### src/hw/rtl/tcc_pkg.sv
// ----------------------------------------------------------------------------
// tcc_pkg: text console cursor engine package
// Shared widths, codes and types for the cursor engine and its units.
// ----------------------------------------------------------------------------
package tcc_pkg;

    localparam int TERM_W        = 2;
    localparam int NUM_TERMINALS = 1 << TERM_W;
    localparam int CHAR_W        = 8;
    localparam int ATTR_W        = 8;
    localparam int TAB_W         = 4;
    localparam int COL_W         = 7;
    localparam int ROW_W         = 5;
    localparam int POS_W         = 11;
    localparam int KIND_W        = 2;
    localparam int CFG_IDX_W     = 3;
    localparam int CFG_DATA_W    = 32;

    localparam logic [TAB_W-1:0] TAB_MAX = 4'd8;

    localparam logic [CHAR_W-1:0] CH_TAB   = 8'd9;
    localparam logic [CHAR_W-1:0] CH_LF    = 8'd10;
    localparam logic [CHAR_W-1:0] CH_CR    = 8'd13;
    localparam logic [CHAR_W-1:0] CH_SPACE = 8'h20;

    typedef enum logic [KIND_W-1:0] {
        KIND_WRITE  = 2'd0,
        KIND_SCROLL = 2'd1,
        KIND_CURSOR = 2'd2
    } t_kind;

    typedef enum logic [CFG_IDX_W-1:0] {
        CFG_CONTROL = 3'd0,
        CFG_STOP    = 3'd1,
        CFG_TABS    = 3'd2,
        CFG_ATTRS   = 3'd3,
        CFG_LEFT    = 3'd4
    } t_cfg_idx;

    typedef enum logic [2:0] {
        OP_TAB     = 3'd0,
        OP_NEWLINE = 3'd1,
        OP_RETURN  = 3'd2,
        OP_LEFT    = 3'd3,
        OP_PRINT   = 3'd4
    } t_op;

    typedef enum logic [1:0] {
        STEP_ADVANCE = 2'd0,
        STEP_NEWROW  = 2'd1,
        STEP_LEFT    = 2'd2
    } t_step_op;

    typedef struct packed {
        logic [ROW_W-1:0] row;
        logic [COL_W-1:0] col;
    } t_cursor;

    typedef struct packed {
        t_cursor cur;
        logic    scroll;
    } t_step_res;

endpackage

### src/hw/rtl/tcc_in_if.sv
// ----------------------------------------------------------------------------
// tcc_in_if: character input channel
// Valid/ready channel carrying one character for one terminal.
// ----------------------------------------------------------------------------
interface tcc_in_if
    import tcc_pkg::*;
();
    logic              valid;
    logic              ready;
    logic [TERM_W-1:0] terminal;
    logic [CHAR_W-1:0] char_code;

    modport source (output valid, output terminal, output char_code, input ready);
    modport sink   (input valid, input terminal, input char_code, output ready);
endinterface

### src/hw/rtl/tcc_out_if.sv
// ----------------------------------------------------------------------------
// tcc_out_if: display result channel
// Valid/ready channel carrying cell writes, scrolls and cursor updates.
// ----------------------------------------------------------------------------
interface tcc_out_if
    import tcc_pkg::*;
();
    logic              valid;
    logic              ready;
    logic [KIND_W-1:0] kind;
    logic [POS_W-1:0]  position;
    logic [CHAR_W-1:0] glyph;
    logic [ATTR_W-1:0] colour;
    logic              last;

    modport source (output valid, output kind, output position, output glyph,
                    output colour, output last, input ready);
    modport sink   (input valid, input kind, input position, input glyph,
                    input colour, input last, output ready);
endinterface

### src/hw/rtl/tcc_rem_unit.sv
// ----------------------------------------------------------------------------
// tcc_rem_unit: iterative remainder unit
// Restoring division, one dividend bit per cycle; gives column mod tab width.
// ----------------------------------------------------------------------------
module tcc_rem_unit
    import tcc_pkg::*;
(
    input  logic             i_clk,
    input  logic             i_rst_n,
    input  logic             i_start,
    input  logic [COL_W-1:0] i_dividend,
    input  logic [TAB_W-1:0] i_divisor,
    output logic             o_done,
    output logic [TAB_W-1:0] o_rem
);
    localparam int STEPS = COL_W;
    localparam int CNT_W = $clog2(STEPS);

    logic             r_busy;
    logic             r_done;
    logic [CNT_W-1:0] r_cnt;
    logic [TAB_W-1:0] r_rem;
    logic [COL_W-1:0] r_dvd;
    logic [TAB_W-1:0] r_div;

    logic [TAB_W:0]   w_trial;
    logic             w_ge;
    logic [TAB_W-1:0] w_next;

    // shift in the next dividend bit and subtract when it fits
    assign w_trial = {r_rem, r_dvd[COL_W-1]};
    assign w_ge    = (w_trial >= {1'b0, r_div});
    assign w_next  = w_ge ? TAB_W'(w_trial - {1'b0, r_div}) : w_trial[TAB_W-1:0];

    always_ff @(posedge i_clk) begin
        if (!i_rst_n) begin
            r_busy <= 1'b0;
            r_done <= 1'b0;
            r_cnt  <= '0;
        end else begin
            r_done <= 1'b0;
            if (i_start) begin
                r_busy <= 1'b1;
                r_cnt  <= '0;
                r_rem  <= '0;
                r_dvd  <= i_dividend;
                r_div  <= i_divisor;
            end else if (r_busy) begin
                r_rem <= w_next;
                r_dvd <= {r_dvd[COL_W-2:0], 1'b0};
                r_cnt <= r_cnt + CNT_W'(1);
                if (r_cnt == CNT_W'(STEPS - 1)) begin
                    r_busy <= 1'b0;
                    r_done <= 1'b1;
                end
            end
        end
    end

    assign o_done = r_done;
    assign o_rem  = r_rem;

endmodule

### src/hw/rtl/tcc_step_unit.sv
// ----------------------------------------------------------------------------
// tcc_step_unit: shared cursor step unit
// One cursor move per use: advance with wrap, next row with scroll, move left.
// ----------------------------------------------------------------------------
module tcc_step_unit
    import tcc_pkg::*;
#(
    parameter int SCREEN_ROWS    = 25,
    parameter int SCREEN_COLUMNS = 80
) (
    input  t_step_op  i_op,
    input  t_cursor   i_cur,
    output t_step_res o_res
);
    localparam logic [COL_W:0]   COLS     = (COL_W + 1)'(SCREEN_COLUMNS);
    localparam logic [COL_W-1:0] LAST_COL = COL_W'(SCREEN_COLUMNS - 1);
    localparam logic [ROW_W:0]   ROWS     = (ROW_W + 1)'(SCREEN_ROWS);
    localparam logic [ROW_W-1:0] LAST_ROW = ROW_W'(SCREEN_ROWS - 1);

    logic [COL_W:0] w_col_inc;
    logic [ROW_W:0] w_row_inc;
    logic           w_wrap;
    logic           w_bottom;

    assign w_col_inc = {1'b0, i_cur.col} + (COL_W + 1)'(1);
    assign w_row_inc = {1'b0, i_cur.row} + (ROW_W + 1)'(1);
    assign w_wrap    = (w_col_inc >= COLS);
    assign w_bottom  = (w_row_inc >= ROWS);

    always_comb begin
        o_res.cur    = i_cur;
        o_res.scroll = 1'b0;
        unique case (i_op)
            STEP_ADVANCE: begin
                if (w_wrap) begin
                    o_res.cur.col = '0;
                    if (w_bottom) begin
                        o_res.cur.row = LAST_ROW;
                        o_res.scroll  = 1'b1;
                    end else begin
                        o_res.cur.row = w_row_inc[ROW_W-1:0];
                    end
                end else begin
                    o_res.cur.col = w_col_inc[COL_W-1:0];
                end
            end
            STEP_NEWROW: begin
                if (w_bottom) begin
                    o_res.cur.row = LAST_ROW;
                    o_res.scroll  = 1'b1;
                end else begin
                    o_res.cur.row = w_row_inc[ROW_W-1:0];
                end
            end
            STEP_LEFT: begin
                if (i_cur.col == '0) begin
                    // top left corner stays put
                    if (i_cur.row != '0) begin
                        o_res.cur.row = i_cur.row - ROW_W'(1);
                        o_res.cur.col = LAST_COL;
                    end
                end else begin
                    o_res.cur.col = i_cur.col - COL_W'(1);
                end
            end
            default: begin
                o_res.cur = i_cur;
            end
        endcase
    end

endmodule

### src/hw/rtl/text_console_cursor_engine.sv
// ----------------------------------------------------------------------------
// text_console_cursor_engine: multi-terminal text console cursor engine
// Turns characters for several terminals into cell writes, scrolls and
// cursor updates for the controlling terminal's display.
// ----------------------------------------------------------------------------
// Transactions: one at a time; the sequencer walks the shared step unit,
//   and a tab first waits on the 7-step remainder unit.
// Reset: synchronous, active low; cursors go to zero, configuration registers to defaults.
module text_console_cursor_engine
    import tcc_pkg::*;
#(
    parameter int SCREEN_ROWS    = 25,
    parameter int SCREEN_COLUMNS = 80
) (
    input  logic                  i_clk,
    input  logic                  i_rst_n,
    tcc_in_if.sink                i_in,
    tcc_out_if.source             o_out,
    input  logic                  i_cfg_we,
    input  logic [CFG_IDX_W-1:0]  i_cfg_index,
    input  logic [CFG_DATA_W-1:0] i_cfg_data
);
    // cell index multiplier, wide enough for the largest screen
    localparam logic [POS_W:0] COLS_P = (POS_W + 1)'(SCREEN_COLUMNS);

    typedef enum logic [5:0] {
        ST_IDLE   = 6'b000001,
        ST_DIV    = 6'b000010,
        ST_WRITE  = 6'b000100,
        ST_STEP   = 6'b001000,
        ST_SCROLL = 6'b010000,
        ST_UPDATE = 6'b100000
    } t_state;

    // configuration registers
    logic [TERM_W-1:0]              r_ctl;
    logic [NUM_TERMINALS-1:0]       r_stop;
    logic [TAB_W*NUM_TERMINALS-1:0] r_tabw;
    logic [ATTR_W*NUM_TERMINALS-1:0] r_attr;
    logic [CHAR_W-1:0]              r_lcode;

    // per-terminal cursor state
    logic [COL_W-1:0] r_col_mem [NUM_TERMINALS];
    logic [ROW_W-1:0] r_row_mem [NUM_TERMINALS];

    // sequencer state and working copy of the cursor
    t_state            r_state, n_state;
    t_op               r_op, n_op;
    logic [TERM_W-1:0] r_t, n_t;
    logic [CHAR_W-1:0] r_glyph, n_glyph;
    logic              r_en, n_en;
    t_cursor           r_cur, n_cur;
    logic [TAB_W-1:0]  r_cnt, n_cnt;
    logic              r_nl, n_nl;
    logic [TAB_W-1:0]  r_tw, n_tw;

    // output register
    logic              r_ov, n_ov;
    t_kind             r_kind, n_kind;
    logic [POS_W-1:0]  r_pos, n_pos;
    logic [CHAR_W-1:0] r_oglyph, n_oglyph;
    logic [ATTR_W-1:0] r_ocol, n_ocol;
    logic              r_last, n_last;

    logic              w_in_acc;
    logic              w_free;
    logic              w_done;
    logic              w_div_start;
    logic [TAB_W-1:0]  w_tw_raw;
    logic [TAB_W-1:0]  w_tw;
    logic [ATTR_W-1:0] w_attr;
    logic [POS_W:0]    w_pos_full;
    logic [POS_W-1:0]  w_pos;
    logic              w_rem_done;
    logic [TAB_W-1:0]  w_rem;
    t_step_op          w_step_op;
    t_step_res         w_step;
    t_cursor           w_in_cur;

    assign w_in_acc = i_in.valid && i_in.ready;
    // output slot can take a new result this cycle
    assign w_free   = !r_ov || o_out.ready;

    // tab width of the addressed terminal, clamped to 1..8
    assign w_tw_raw = r_tabw[TAB_W*i_in.terminal +: TAB_W];
    always_comb begin
        priority if (w_tw_raw == '0) begin
            w_tw = TAB_W'(1);
        end else if (w_tw_raw > TAB_MAX) begin
            w_tw = TAB_MAX;
        end else begin
            w_tw = w_tw_raw;
        end
    end

    assign w_in_cur.row = r_row_mem[i_in.terminal];
    assign w_in_cur.col = r_col_mem[i_in.terminal];

    assign w_attr     = r_attr[ATTR_W*r_t +: ATTR_W];
    assign w_pos_full = ({{(POS_W + 1 - ROW_W){1'b0}}, r_cur.row} * COLS_P)
                      + {{(POS_W + 1 - COL_W){1'b0}}, r_cur.col};
    assign w_pos      = w_pos_full[POS_W-1:0];

    // the step unit advances while writing cells, otherwise it moves
    // left or down depending on the character
    assign w_step_op = (r_state == ST_WRITE) ? STEP_ADVANCE :
                       ((r_op == OP_LEFT) ? STEP_LEFT : STEP_NEWROW);

    tcc_step_unit #(
        .SCREEN_ROWS    (SCREEN_ROWS),
        .SCREEN_COLUMNS (SCREEN_COLUMNS)
    ) u_step (
        .i_op  (w_step_op),
        .i_cur (r_cur),
        .o_res (w_step)
    );

    tcc_rem_unit u_rem (
        .i_clk      (i_clk),
        .i_rst_n    (i_rst_n),
        .i_start    (w_div_start),
        .i_dividend (w_in_cur.col),
        .i_divisor  (w_tw),
        .o_done     (w_rem_done),
        .o_rem      (w_rem)
    );

    // sequencer
    always_comb begin
        n_state     = r_state;
        n_op        = r_op;
        n_t         = r_t;
        n_glyph     = r_glyph;
        n_en        = r_en;
        n_cur       = r_cur;
        n_cnt       = r_cnt;
        n_nl        = r_nl;
        n_tw        = r_tw;
        n_ov        = r_ov && !o_out.ready;
        n_kind      = r_kind;
        n_pos       = r_pos;
        n_oglyph    = r_oglyph;
        n_ocol      = r_ocol;
        n_last      = r_last;
        w_done      = 1'b0;
        w_div_start = 1'b0;

        unique case (r_state)
            ST_IDLE: begin
                // a stopped terminal drops the character untouched
                if (w_in_acc && !r_stop[i_in.terminal]) begin
                    n_t     = i_in.terminal;
                    n_en    = (i_in.terminal == r_ctl);
                    n_cur   = w_in_cur;
                    n_glyph = i_in.char_code;
                    n_tw    = w_tw;
                    n_cnt   = TAB_W'(1);
                    n_nl    = 1'b0;
                    priority if (i_in.char_code == CH_TAB) begin
                        n_op        = OP_TAB;
                        n_glyph     = CH_SPACE;
                        w_div_start = 1'b1;
                        n_state     = ST_DIV;
                    end else if (i_in.char_code == CH_LF) begin
                        n_op      = OP_NEWLINE;
                        n_cur.col = '0;
                        n_nl      = 1'b1;
                        n_state   = ST_UPDATE;
                    end else if (i_in.char_code == CH_CR) begin
                        n_op      = OP_RETURN;
                        n_cur.col = '0;
                        n_state   = ST_UPDATE;
                    end else if (i_in.char_code == r_lcode) begin
                        n_op    = OP_LEFT;
                        n_state = ST_STEP;
                    end else begin
                        n_op    = OP_PRINT;
                        n_state = ST_WRITE;
                    end
                end
            end
            ST_DIV: begin
                // spaces to the next tab stop
                if (w_rem_done) begin
                    n_cnt   = r_tw - w_rem;
                    n_state = ST_WRITE;
                end
            end
            ST_WRITE: begin
                if (w_free) begin
                    n_ov     = r_en;
                    n_kind   = KIND_WRITE;
                    n_pos    = w_pos;
                    n_oglyph = r_glyph;
                    n_ocol   = w_attr;
                    n_last   = 1'b0;
                    n_cur    = w_step.cur;
                    n_state  = w_step.scroll ? ST_SCROLL : ST_UPDATE;
                end
            end
            ST_STEP: begin
                n_cur   = w_step.cur;
                n_nl    = 1'b0;
                n_state = w_step.scroll ? ST_SCROLL : ST_UPDATE;
            end
            ST_SCROLL: begin
                if (w_free) begin
                    n_ov     = r_en;
                    n_kind   = KIND_SCROLL;
                    n_pos    = '0;
                    n_oglyph = '0;
                    n_ocol   = '0;
                    n_last   = 1'b0;
                    n_state  = ST_UPDATE;
                end
            end
            ST_UPDATE: begin
                if (w_free) begin
                    n_ov     = r_en;
                    n_kind   = KIND_CURSOR;
                    n_pos    = w_pos;
                    n_oglyph = '0;
                    n_ocol   = '0;
                    n_last   = !r_nl && (r_cnt == TAB_W'(1));
                    priority if (r_nl) begin
                        // newline: carriage return done, now the line feed
                        n_state = ST_STEP;
                    end else if (r_cnt != TAB_W'(1)) begin
                        n_cnt   = r_cnt - TAB_W'(1);
                        n_state = ST_WRITE;
                    end else begin
                        w_done  = 1'b1;
                        n_state = ST_IDLE;
                    end
                end
            end
            default: begin
                n_state = ST_IDLE;
            end
        endcase
    end

    // control state, configuration and cursors
    always_ff @(posedge i_clk) begin
        if (!i_rst_n) begin
            r_state <= ST_IDLE;
            r_ov    <= 1'b0;
            r_ctl   <= '0;
            r_stop  <= '0;
            r_tabw  <= 16'h7777;
            r_attr  <= 32'h0707_0707;
            r_lcode <= 8'd8;
            for (int i = 0; i < NUM_TERMINALS; i++) begin
                r_col_mem[i] <= '0;
                r_row_mem[i] <= '0;
            end
        end else begin
            r_state <= n_state;
            r_ov    <= n_ov;
            if (i_cfg_we) begin
                unique case (t_cfg_idx'(i_cfg_index))
                    CFG_CONTROL: r_ctl   <= i_cfg_data[TERM_W-1:0];
                    CFG_STOP:    r_stop  <= i_cfg_data[NUM_TERMINALS-1:0];
                    CFG_TABS:    r_tabw  <= i_cfg_data[TAB_W*NUM_TERMINALS-1:0];
                    CFG_ATTRS:   r_attr  <= i_cfg_data[ATTR_W*NUM_TERMINALS-1:0];
                    CFG_LEFT:    r_lcode <= i_cfg_data[CHAR_W-1:0];
                    default: begin
                        r_ctl <= r_ctl;
                    end
                endcase
            end
            // commit the working cursor when the transaction finishes
            if (w_done) begin
                r_col_mem[r_t] <= r_cur.col;
                r_row_mem[r_t] <= r_cur.row;
            end
        end
    end

    // payload registers
    always_ff @(posedge i_clk) begin
        r_op     <= n_op;
        r_t      <= n_t;
        r_glyph  <= n_glyph;
        r_en     <= n_en;
        r_cur    <= n_cur;
        r_cnt    <= n_cnt;
        r_nl     <= n_nl;
        r_tw     <= n_tw;
        r_kind   <= n_kind;
        r_pos    <= n_pos;
        r_oglyph <= n_oglyph;
        r_ocol   <= n_ocol;
        r_last   <= n_last;
    end

    assign i_in.ready     = (r_state == ST_IDLE);
    assign o_out.valid    = r_ov;
    assign o_out.kind     = r_kind;
    assign o_out.position = r_pos;
    assign o_out.glyph    = r_oglyph;
    assign o_out.colour   = r_ocol;
    assign o_out.last     = r_last;

    // a scroll is always followed by a cursor update
    a_scroll_not_last: assert property (@(posedge i_clk) disable iff (!i_rst_n)
        (r_ov && (r_kind == KIND_SCROLL)) |-> !r_last)
        else $error("scroll result flagged as last");

    // the working cursor stays on screen
    a_cursor_range: assert property (@(posedge i_clk) disable iff (!i_rst_n)
        (r_state != ST_IDLE) |-> ((r_cur.col < COL_W'(SCREEN_COLUMNS))
                               && (r_cur.row < ROW_W'(SCREEN_ROWS))))
        else $error("cursor left the screen");

    // the remainder unit only reports while the sequencer waits for it
    a_rem_in_div: assert property (@(posedge i_clk) disable iff (!i_rst_n)
        w_rem_done |-> (r_state == ST_DIV))
        else $error("remainder finished outside tab setup");

    // cell writes run up to eight times per transaction, and 1..8 remain while writing
    a_tab_count: assert property (@(posedge i_clk) disable iff (!i_rst_n)
        (r_state == ST_WRITE) |-> ((r_cnt != '0) && (r_cnt <= TAB_MAX)))
        else $error("cell write count out of range");

endmodule
### src/flat_wrapper.sv
// flat-port wrapper written by rule: the top's interface ports become plain ports
module text_console_cursor_engine_flat import tcc_pkg::*;
#(
    parameter int SCREEN_ROWS    = 25,
    parameter int SCREEN_COLUMNS = 80
)
  (i_clk, i_rst_n, i_cfg_we, i_cfg_index, i_cfg_data, i_in_valid, i_in_terminal, i_in_char_code, i_in_ready, o_out_valid, o_out_kind, o_out_position, o_out_glyph, o_out_colour, o_out_last, o_out_ready);
  tcc_in_if i_in_i ();
  tcc_out_if o_out_i ();
  input  logic i_clk;
  input  logic i_rst_n;
  input  logic i_cfg_we;
  input  logic [CFG_IDX_W-1:0] i_cfg_index;
  input  logic [CFG_DATA_W-1:0] i_cfg_data;
  input wire logic [$bits(i_in_i.valid)-1:0] i_in_valid;
  input wire logic [$bits(i_in_i.terminal)-1:0] i_in_terminal;
  input wire logic [$bits(i_in_i.char_code)-1:0] i_in_char_code;
  output wire logic [$bits(i_in_i.ready)-1:0] i_in_ready;
  output wire logic [$bits(o_out_i.valid)-1:0] o_out_valid;
  output wire logic [$bits(o_out_i.kind)-1:0] o_out_kind;
  output wire logic [$bits(o_out_i.position)-1:0] o_out_position;
  output wire logic [$bits(o_out_i.glyph)-1:0] o_out_glyph;
  output wire logic [$bits(o_out_i.colour)-1:0] o_out_colour;
  output wire logic [$bits(o_out_i.last)-1:0] o_out_last;
  input wire logic [$bits(o_out_i.ready)-1:0] o_out_ready;
  assign i_in_i.valid = i_in_valid;
  assign i_in_i.terminal = i_in_terminal;
  assign i_in_i.char_code = i_in_char_code;
  assign i_in_ready = i_in_i.ready;
  assign o_out_valid = o_out_i.valid;
  assign o_out_kind = o_out_i.kind;
  assign o_out_position = o_out_i.position;
  assign o_out_glyph = o_out_i.glyph;
  assign o_out_colour = o_out_i.colour;
  assign o_out_last = o_out_i.last;
  assign o_out_i.ready = o_out_ready;
  text_console_cursor_engine #(.SCREEN_ROWS(SCREEN_ROWS), .SCREEN_COLUMNS(SCREEN_COLUMNS)) u_core (.i_clk(i_clk), .i_rst_n(i_rst_n), .i_in(i_in_i), .o_out(o_out_i), .i_cfg_we(i_cfg_we), .i_cfg_index(i_cfg_index), .i_cfg_data(i_cfg_data));
endmodule
### config.mk
export PLATFORM = sky130hd
export DESIGN_NAME = text_console_cursor_engine_flat
export DESIGN_NICKNAME = d
export VERILOG_FILES = /design/src/hw/rtl/tcc_pkg.sv /design/src/hw/rtl/tcc_in_if.sv /design/src/hw/rtl/tcc_out_if.sv /design/src/hw/rtl/tcc_rem_unit.sv /design/src/hw/rtl/tcc_step_unit.sv /design/src/hw/rtl/text_console_cursor_engine.sv /design/src/flat_wrapper.sv
export SDC_FILE = /design/constraint.sdc
export NUM_CORES = 1
export LEC_CHECK = 0
export BUFFER_PORTS_ARGS = -buffer_cell sky130_fd_sc_hd__buf_2
export CORE_UTILIZATION = 45
export DETAILED_ROUTE_END_ITERATION = 16
export SYNTH_ARGS = -nofsm -noshare
export SYNTH_HDL_FRONTEND = slang
export SYNTH_SLANG_ARGS = --single-unit
### constraint.sdc
create_clock -name i_clk -period 4.9 [get_ports i_clk]
set_input_delay 0.735 -clock i_clk [delete_from_list [all_inputs] [get_ports i_clk]]
set_output_delay 0.735 -clock i_clk [all_outputs]
set_load 0.005 [all_outputs]
Yosys cells after proc, flatten, opt, wreduce, memory -nomap -nowiden
Memories as Yosys holds them, arrays and structs flattened.
Index checks and enable logic that the tools add are counted.
- div/mod/pow operators: 0
- equal/unequal tests: 31
- reductions and logical operators: 48
- bitwise gates (word level): 2
- $mul: 1
- order comparisons: 5
- $add $sub $neg: 9
- shift operators: 2
- multiplexer cells: 91
- operators by type and width (kind ; count):
    6-bit 2-to-1 mux ; 10
    7-bit 2-to-1 mux ; 8
    4-bit 2-to-1 mux ; 10
    12-bit 2-to-1 mux ; 3
    12-bit case mux with 3 select lines ; 1
    6-bit case mux with 6 select lines ; 1
    8-bit case mux with 2 select lines ; 2
    32-bit by 6-bit variable part select with 8-bit output ; 1
    1-bit 2-to-1 mux ; 28
    8-bit by 4-bit == test with 1-bit output (second input constant) ; 3
    8-bit 2-to-1 mux ; 3
    11-bit 2-to-1 mux ; 2
    11-bit case mux with 2 select lines ; 1
    5-bit 2-to-1 mux ; 4
    2-bit AND reduction ; 9
    2-bit 2-to-1 mux ; 8
    16-bit by 5-bit variable part select with 4-bit output ; 1
    5-bit case mux with 3 select lines ; 1
    2-bit by 1-bit != test with 1-bit output (second input constant) ; 7
    7-bit case mux with 2 select lines ; 1
    4-bit case mux with 3 select lines ; 1
    3-bit AND reduction ; 4
    11-bit by 7-bit adder with 11-bit output ; 1
    2-bit nonzero test ; 5
    50 further kinds ; 74
- latch bits: 0
- logic and storage cells: 220
- bits of input ports: 50
- ROM bits: 0
- flip-flop bits (word level): 154
- RAM bits: 48
- memories kept: 2
- output and inout port bits: 32
- memory list (name ; depth ; width ; read ports ; clocked after Yosys merged registers in ; write ports ; RTL line ; RTL):
    u_core.r_col_mem ; 4 ; 7 ; 1 ; 0 ; 4 ; text_console_cursor_engine.sv:43 ; logic [COL_W-1:0] r_col_mem [NUM_TERMINALS];
    u_core.r_row_mem ; 4 ; 5 ; 1 ; 0 ; 4 ; text_console_cursor_engine.sv:44 ; logic [ROW_W-1:0] r_row_mem [NUM_TERMINALS];

Longest topological paths before layout
Gate-level depths: netlist of the first run.
- depth after elaboration: 10
- mapped depth: 9
- gate-level depth less buffers: 9

Cells and area by module
From an unflattened synthesis of the first run, not the netlist that was laid out.
- cell total of the unflattened synthesis: 947
- area total of the unflattened synthesis: 10122.2 µm²
- modules (own cells, without submodules) (module ; seq. area each (µm²) ; times used ; area an instance (µm²) ; cells an instance):
    text_console_cursor_engine ; 4774.6 ; 1 ; 8264.2 ; 732
    tcc_rem_unit ; 550.5 ; 1 ; 1018.5 ; 82
    tcc_step_unit ; 0.0 ; 1 ; 839.6 ; 133

Worst setup path before layout of the first run
Ideal clock, no wire load.
- path kind: input port to flip-flop
- from: in i_in_terminal[0]
- to: reg u_core.u_rem.r_rem[0], in the netlist u_core.u_rem.o_rem[0] (enable)
- path buffers: 2
- cell stages on the path: 8
- path slack: 914 ps
- library setup time: 378 ps
- arrival time: 3608 ps
- required time: 4522 ps
- path through: buf_2 mux4_2 nand2b_1 nor2_1 and2_1 clkbuf_1 nor2_1 nor2_1
- word-level cells in the longest chain between the ends: 8
- RTL lines (element ; RTL line ; RTL):
    start, declared ; flat_wrapper.sv:16 ; input wire logic [$bits(i_in_i.terminal)-1:0] i_in_terminal;
    1-bit binary-select mux with 2-bit select ; text_console_cursor_engine.sv:151 ; if (w_in_acc && !r_stop[i_in.terminal]) begin
    1-bit 2-to-1 mux (not written as such) ; text_console_cursor_engine.sv:151 ;
    1-bit zero test ; text_console_cursor_engine.sv:151 ;
    1-bit logical AND ; text_console_cursor_engine.sv:151 ;
    1-bit 2-to-1 mux ; text_console_cursor_engine.sv:151 ;
    1-bit 2-to-1 mux ; text_console_cursor_engine.sv:148 ; unique case (r_state)
    2-bit nonzero test (no source line) ; -- ;
    2-bit AND reduction (no source line) ; -- ;
    end signal, assigned ; tcc_rem_unit.sv:49 ; r_rem <= w_next;
    end, declared ; tcc_rem_unit.sv:22 ; logic [TAB_W-1:0] r_rem;
Every way passes these cells. The select of a mux whose other input is x is not followed.
A chain may end at the register's enable or synchronous reset.

==> results of run 1 <==
[area by class of cell]
cell class / count / area share, %
sequential: 202 / 47.97
multi-input combinational: 639 / 37.37
clock buffer: 27 / 5.320
timing repair buffer: 92 / 4.395
tap: 275 / 3.099
inverter: 29 / 0.9805
clock inverter: 15 / 0.8678
[logic make-up after synthesis]
kind of cell,after synthesis
AOI/OAI and AO/OA,124
xor gates and xnor gates,36
adders and majority gates,30
buffers and inverters,90
DFF,202
muxes,33
and+or+nand+nor,416
[sequential cells by signal, indices dropped and copies added, names as in the netlist, 4 cells and up]
name	count
u_core.r_stop	4
u_core.r_col_mem	28
u_core.o_out.position	11
u_core.u_rem.r_dvd	7
u_core.o_out.glyph	8
u_core.u_rem.r_div	4
u_core.r_tw	4
u_core.r_row_mem	20
u_core.r_glyph	8
u_core.r_attr	32
u_core.r_lcode	8
u_core.u_rem.o_rem	4
u_core.r_state	6
u_core.o_out.colour	8
u_core.r_cnt	4
u_core.r_cur	12
u_core.r_tabw	16
[tightest hold or removal path, stage by stage]
cell and delay, ps:
buf_2 70, nand2_1 40, nand3_1 60
[cell usage after synthesis, types with 2 or more instances]
master	number	area, um^2
o21ai_0	25	125.1
nand4b_1	2	17.52
and2_1	47	294.0
nand2_1	170	638.1
fa_1	4	80.08
xnor2_1	15	131.4
a22oi_1	3	22.52
clkbuf_1	51	191.4
or2_2	2	12.51
ha_1	26	325.3
o22ai_1	4	25.02
nand3_1	41	205.2
a211oi_1	6	45.04
nor3b_1	5	37.54
a221oi_1	3	26.28
buf_1	3	11.26
nor3_1	12	60.06
nor2_1	61	229.0
edfxtp_1	128	3844
and3_1	8	50.05
a21o_1	9	67.56
buf_6	2	22.52
mux2i_1	8	80.08
o32ai_1	2	17.52
mux4_2	25	563.0
inv_1	28	105.1
xor2_1	21	183.9
a31oi_1	6	37.54
nor3_2	5	50.05
dfxtp_1	74	1481
nand2b_1	8	50.05
buf_2	4	20.02
nor4_1	12	75.07
o31ai_1	3	22.52
and3b_1	2	17.52
nor2b_1	26	162.7
nand3b_1	5	37.54
a21oi_1	52	260.3
[metrics by stage]
step | std cells | util, %
final | 1279 | 52.32
after global routing | 1279 | 52.32
after CTS | 1279 | 52.32
after detailed placement | 1237 | 49.08
after global placement | 1237 | 49.08
after floorplan | 931 | -
[worst max-delay path by stage]
stage | from | to | cells after the start
after global placement | u_core.r_state[2] | u_core.r_row_mem[1][0] | 6
after floorplan | i_in_terminal[0] | u_core.u_rem.o_rem[0] | 8
after CTS | u_core.r_state[2] | u_core.r_col_mem[1][3] | 6
after detailed placement | u_core.r_state[2] | u_core.r_row_mem[1][3] | 6
final | u_core.r_state[2] | u_core.r_col_mem[1][3] | 6
after global routing | u_core.r_state[2] | u_core.r_col_mem[1][3] | 6
[power groups by stage]
stage / Sequential, mW / Combinational [mW] / Clock [mW]
after floorplan: 2.14 / 0.840 / 0
after global placement: 2.28 / 1.06 / 0
after detailed placement: 2.28 / 1.07 / 0
after CTS: 2.25 / 1.08 / 1.59
after global routing: 2.27 / 1.20 / 1.66
final: 2.25 / 1.08 / 1.56
[per-layer routing]
metal / up-vias / share of wire [%] / track usage (%)
li1: 3380 / - / -
met1: 3318 / 46 / 29.23
met2: 166 / 47 / 33.38
met3: 28 / 4.8 / 3.262
met4: 0 / 1.7 / 4.545
met5: - / 0 / 0
==> impl_metrics.tcl, run 1 <==
set metrics [dict create \
    outcome "completed" \
    cts_hold_buf 0 \
    endpoint_kind "register" \
    drc 0 \
    cts_made_buffers 23 \
    placed_area_um2 10420 \
    r2r_cells 6 \
    vias 6892 \
    globalplace.congestion 0.8542 \
    rrSetupSlack_ps 1120 \
    required_ps 5050 \
    relSlewSlack_pct 28.86 \
    synth-adder-area-share_pct 4.123 \
    worstHoldEndpoint "u_core.r_attr[25]" \
    num_antenna_cells 0 \
    finalPower_mw 4.885 \
    core_area_um2 21220 \
    cp_top_family "simple AND/OR/NAND/NOR gates" \
    cts_tree "built" \
    synth_cell_types 61 \
    post-dp-hpwl_um 16050 \
    drv_cap 0 \
    p_int_mw 3.331 \
    cp_data_arrival_time_ps 3930 \
    p_leak_nw 4.288 \
    ir_worst_vdd_uv 246.3 \
    period_share_pct 77.20 \
    grt_pass1_vias 6530 \
    ant_nets 0 \
    track_usage_pct 20.66 \
    setup_violations 0 \
    worstHoldPathCells 3 \
    worstPathMaxFanout 21 \
    die_h_um 149.8 \
    post_cts_buffers 0 \
    p_per_area_nw_per_um2 440.0 \
    grt_max_degree 44 \
    first_pass_iters 5 \
    synth_compound_area_share_pct 7.596 \
    synth_edf_count 128 \
    synth_top_family_by_area "simple AND/OR/NAND/NOR gates" \
    layout_common_cells "170 x nand2_1, 128 x edfxtp_1, 81 x buf_2, 74 x dfxtp_1, 60 x nor2_1" \
    synth-seq-cells 202 \
    syn_avg_cell_area_um2 10.56 \
    synthCells 931 \
    worstMarginPinSlew_ps 1063 \
    startpoint_type "register" \
    wl_per_cell_um 17.90 \
    multi_input_area_um2 4149 \
    clk_pin_slew_worst_paths_ps 60 \
    seqCellArea_um2 5325 \
    grt_first_pass_wirelength_um 35800 \
    p_clk_share_pct 31.9 \
    overflow 0 \
    io_pins 82 \
    tns_ps 0 \
    nNetsFinal 1067 \
    pre_cts_ws_ps 1072 \
    r2r-end "u_core.r_col_mem[1][3]" \
    cts_resized 0 \
    viasPerCell 5.389 \
    async_flop_share_pct 0 \
    initial_core_util_pct 46.34 \
    layout_commonest_cell "nand2_1" \
    whs_ps 421.7 \
    finalWirelength_um 22890 \
    synthSimpleGateAreaFrac_pct 20.70 \
    cts_buffer_depth 3 \
    fin_worst_skew_ps 19.43 \
    final.min_clock_period_ps 3783 \
    hold_start "i_cfg_data[25]" \
    muxShareOfSynthArea_pct 6.540 \
    hold_class "input pin to register" \
    syn_area_um2 9833 \
    slowest_stage "nor3b_2" \
    antenna_found_initial 0 \
    dominantRegCellSynth "edfxtp_1" \
    drive_above_1_share_pct 16.14 \
    cts.sinks 202 \
    fill_cells 1969 \
    fin_ws_ps 1117 \
    root_buffer "clkbuf_16" \
    stdcell_area_um2 11100 \
    pwr-share-seq_pct 46.0 \
    worst_skew_pair.late_latency_ps 520 \
    synth_nets 1011 \
    die-width_um 149.8 \
    htreeDepth 1 \
    synth.yosys.warnings 0 \
    crit_chain "or4_4 -> or3b_1 -> nor3_4 -> nand3_2 -> nor3b_2 -> nand2b_1" \
    rsz0062_at_grt "false" \
    slowest_delay_ps 640 \
    crit_type "register to register" \
    timing_hold_violations_final 0 \
    p_sw_mw 1.553 \
    crit_buf_inv 0 \
    die-area_um2 22450 \
    combPwrFrac_pct 22.0 \
    syn_to_final_growth_pct 12.90 \
    switching_share_pct 31.80 \
    rows 53 \
    ys_seq_area_share_pct 54.15 \
    slew_violations 0 \
    portBuffers 81 \
    drt_iter0_drc 547 \
    r2r_start "u_core.r_state[2]" \
    max_freq_mhz 264.4 \
    synthXorXnorAreaFrac_pct 3.207 \
]
(Power assumes the default switching activity.)
==> run 2: changes to the inputs <==
- clock period: 4.9 -> 3.9 ns (I/O delays scaled with it)
==> impl_metrics.tcl, run 2 (synthesized netlist as in run 1, its figures left out) <==
set metrics [dict create \
    slowest_delay_ps 550 \
    initial_core_util_pct 46.34 \
    rsz0062_at_grt "false" \
    crit_chain "or4_4 -> or3b_1 -> nor3_4 -> nand3_2 -> buf_4 -> nor3_2 -> nand2b_1" \
    slew_violations 0 \
    placed_area_um2 10470 \
    layout_commonest_cell "nand2_1" \
    crit_type "register to register" \
    overflow 0 \
    cp_top_family "simple AND/OR/NAND/NOR gates" \
    p_sw_mw 1.874 \
    htreeDepth 1 \
    die-width_um 149.8 \
    cts_buffer_depth 3 \
    cts_resized 0 \
    cts_made_buffers 22 \
    fill_cells 1937 \
    ir_worst_vdd_uv 283.2 \
    cts_tree "built" \
    nNetsFinal 1073 \
    required_ps 4030 \
    ant_nets 0 \
    stdcell_area_um2 11230 \
    post-dp-hpwl_um 15740 \
    p_clk_share_pct 34.6 \
    outcome "completed" \
    first_pass_iters 5 \
    drt_iter0_drc 462 \
    pre_cts_ws_ps 639.5 \
    hold_class "input pin to register" \
    clk_pin_slew_worst_paths_ps 60 \
    endpoint_kind "register" \
    period_share_pct 83.73 \
    combPwrFrac_pct 20.8 \
    largestRegisters "u_core.r_attr x32, u_core.r_col_mem x28, u_core.r_row_mem x20" \
    startpoint_type "register" \
    layout_common_cells "170 x nand2_1, 128 x edfxtp_1, 81 x buf_2, 74 x dfxtp_1, 60 x nor2_1" \
    rows 53 \
    track_usage_pct 20.20 \
    viasPerCell 5.333 \
    finalPower_mw 6.328 \
    globalplace.congestion 0.8254 \
    post_cts_buffers 0 \
    worstMarginPinSlew_ps 1026 \
    drv_cap 0 \
    cts.sinks 202 \
    portBuffers 81 \
    tns_ps 0 \
    p_leak_nw 4.350 \
    cp_data_arrival_time_ps 3400 \
    p_int_mw 4.454 \
    crit_buf_inv 1 \
    vias 6848 \
    final.min_clock_period_ps 3265 \
    setup_violations 0 \
    p_per_area_nw_per_um2 563.2 \
    core_area_um2 21220 \
    num_antenna_cells 0 \
    finalWirelength_um 22070 \
    slowest_stage "or3b_1" \
    wl_per_cell_um 17.18 \
    root_buffer "clkbuf_16" \
    relSlewSlack_pct 31.61 \
    antenna_found_initial 0 \
    switching_share_pct 29.61 \
    drc 0 \
    timing_hold_violations_final 0 \
    syn_to_final_growth_pct 14.25 \
    grt_first_pass_wirelength_um 35070 \
    max_freq_mhz 306.3 \
    fin_worst_skew_ps 8.391 \
    grt_max_degree 44 \
    cts_hold_buf 0 \
    io_pins 82 \
    fin_ws_ps 634.7 \
    regMostFlops "u_core.r_attr" \
    drive_above_1_share_pct 16.65 \
    pwr-share-seq_pct 44.6 \
    worstPathMaxFanout 20 \
    grt_pass1_vias 6465 \
    worst_skew_pair.late_latency_ps 500 \
    die_h_um 149.8 \
    die-area_um2 22450 \
    largest_register_ffs 32 \
]
==> run 2: cell types whose count changed in the layout (fill, tap and decap cells not counted) <==
cell        previous run  this run
clkinv_2               6         0
inv_16                 1         0
clkbuf_1               4         7
clkinv_4               0         1
clkinvlp_4             1         2
clkinv_1               7         3
buf_4                 11        18
clkbuf_8               0         1
bufinv_16              0         4
clkinv_8               1         0
==> run 2: path summary, 6_finish.rpt <==
kind,from,end,slack (ps),cells past startpoint
max,u_core.r_state[2],u_core.r_row_mem[0][0],630,7
min,i_cfg_data[16],u_core.r_attr[16],290,3
max reg2reg,u_core.r_state[2],u_core.r_row_mem[0][0],630,7
min reg2reg,u_core.r_attr[22],u_core.r_attr[22],450,2
==> run 2: per-layer routing <==
| metal | wire (um) | share of wire, % | vias up | global-route usage (%) |
|---|---|---|---|---|
| met5 | 0 | 0 | - | 0 |
| met4 | 409 | 1.9 | 0 | 4.444 |
| met3 | 975 | 4.4 | 25 | 2.774 |
| met2 | 10240 | 46 | 153 | 31.97 |
| met1 | 10440 | 47 | 3269 | 29.37 |
| li1 | - | - | 3401 | - |
==> run 2: area by class of cell <==
class                   instances  area (um^2)  share of cell area, %
inverters                      29        108.9                 0.9689
multi-input cells             639         4149                  36.93
flip-flops and latches        202         5325                  47.40
repair buffers                 99        540.5                  4.811
clock buffers                  31        615.6                  5.479
well taps                     275        344.1                  3.063
clock inverters                 9        151.4                  1.348
==> run 2: metrics by stage <==
step / instances / utilization, % / hold WS (ps)
after global routing: 1284 / 52.94 / 289.5
after floorplan: 931 / - / 433.1
final: 1284 / 52.94 / 291.7
after detailed placement: 1244 / 49.33 / 445.5
after global placement: 1244 / 49.33 / 439.8
after CTS: 1284 / 52.94 / 278.7
==> run 2: worst reg2reg max path: cells and delay by family (launching register included) <==
kind / cells / cell delay, ps
buffers and inverters: 1 / 240
flip-flops: 1 / 390
AND/OR/NAND/NOR: 6 / 2270
==> run 2: power by group through the flow <==
stage	sequential (mW)	clock [mW]	combinational, mW
2_1_floorplan	2.69	0	1.06
3_3_place_gp	2.86	0	1.31
3_5_place_dp	2.87	0	1.31
4_1_cts	2.82	2.23	1.33
5_1_grt	2.86	2.30	1.49
6_report	2.82	2.19	1.31
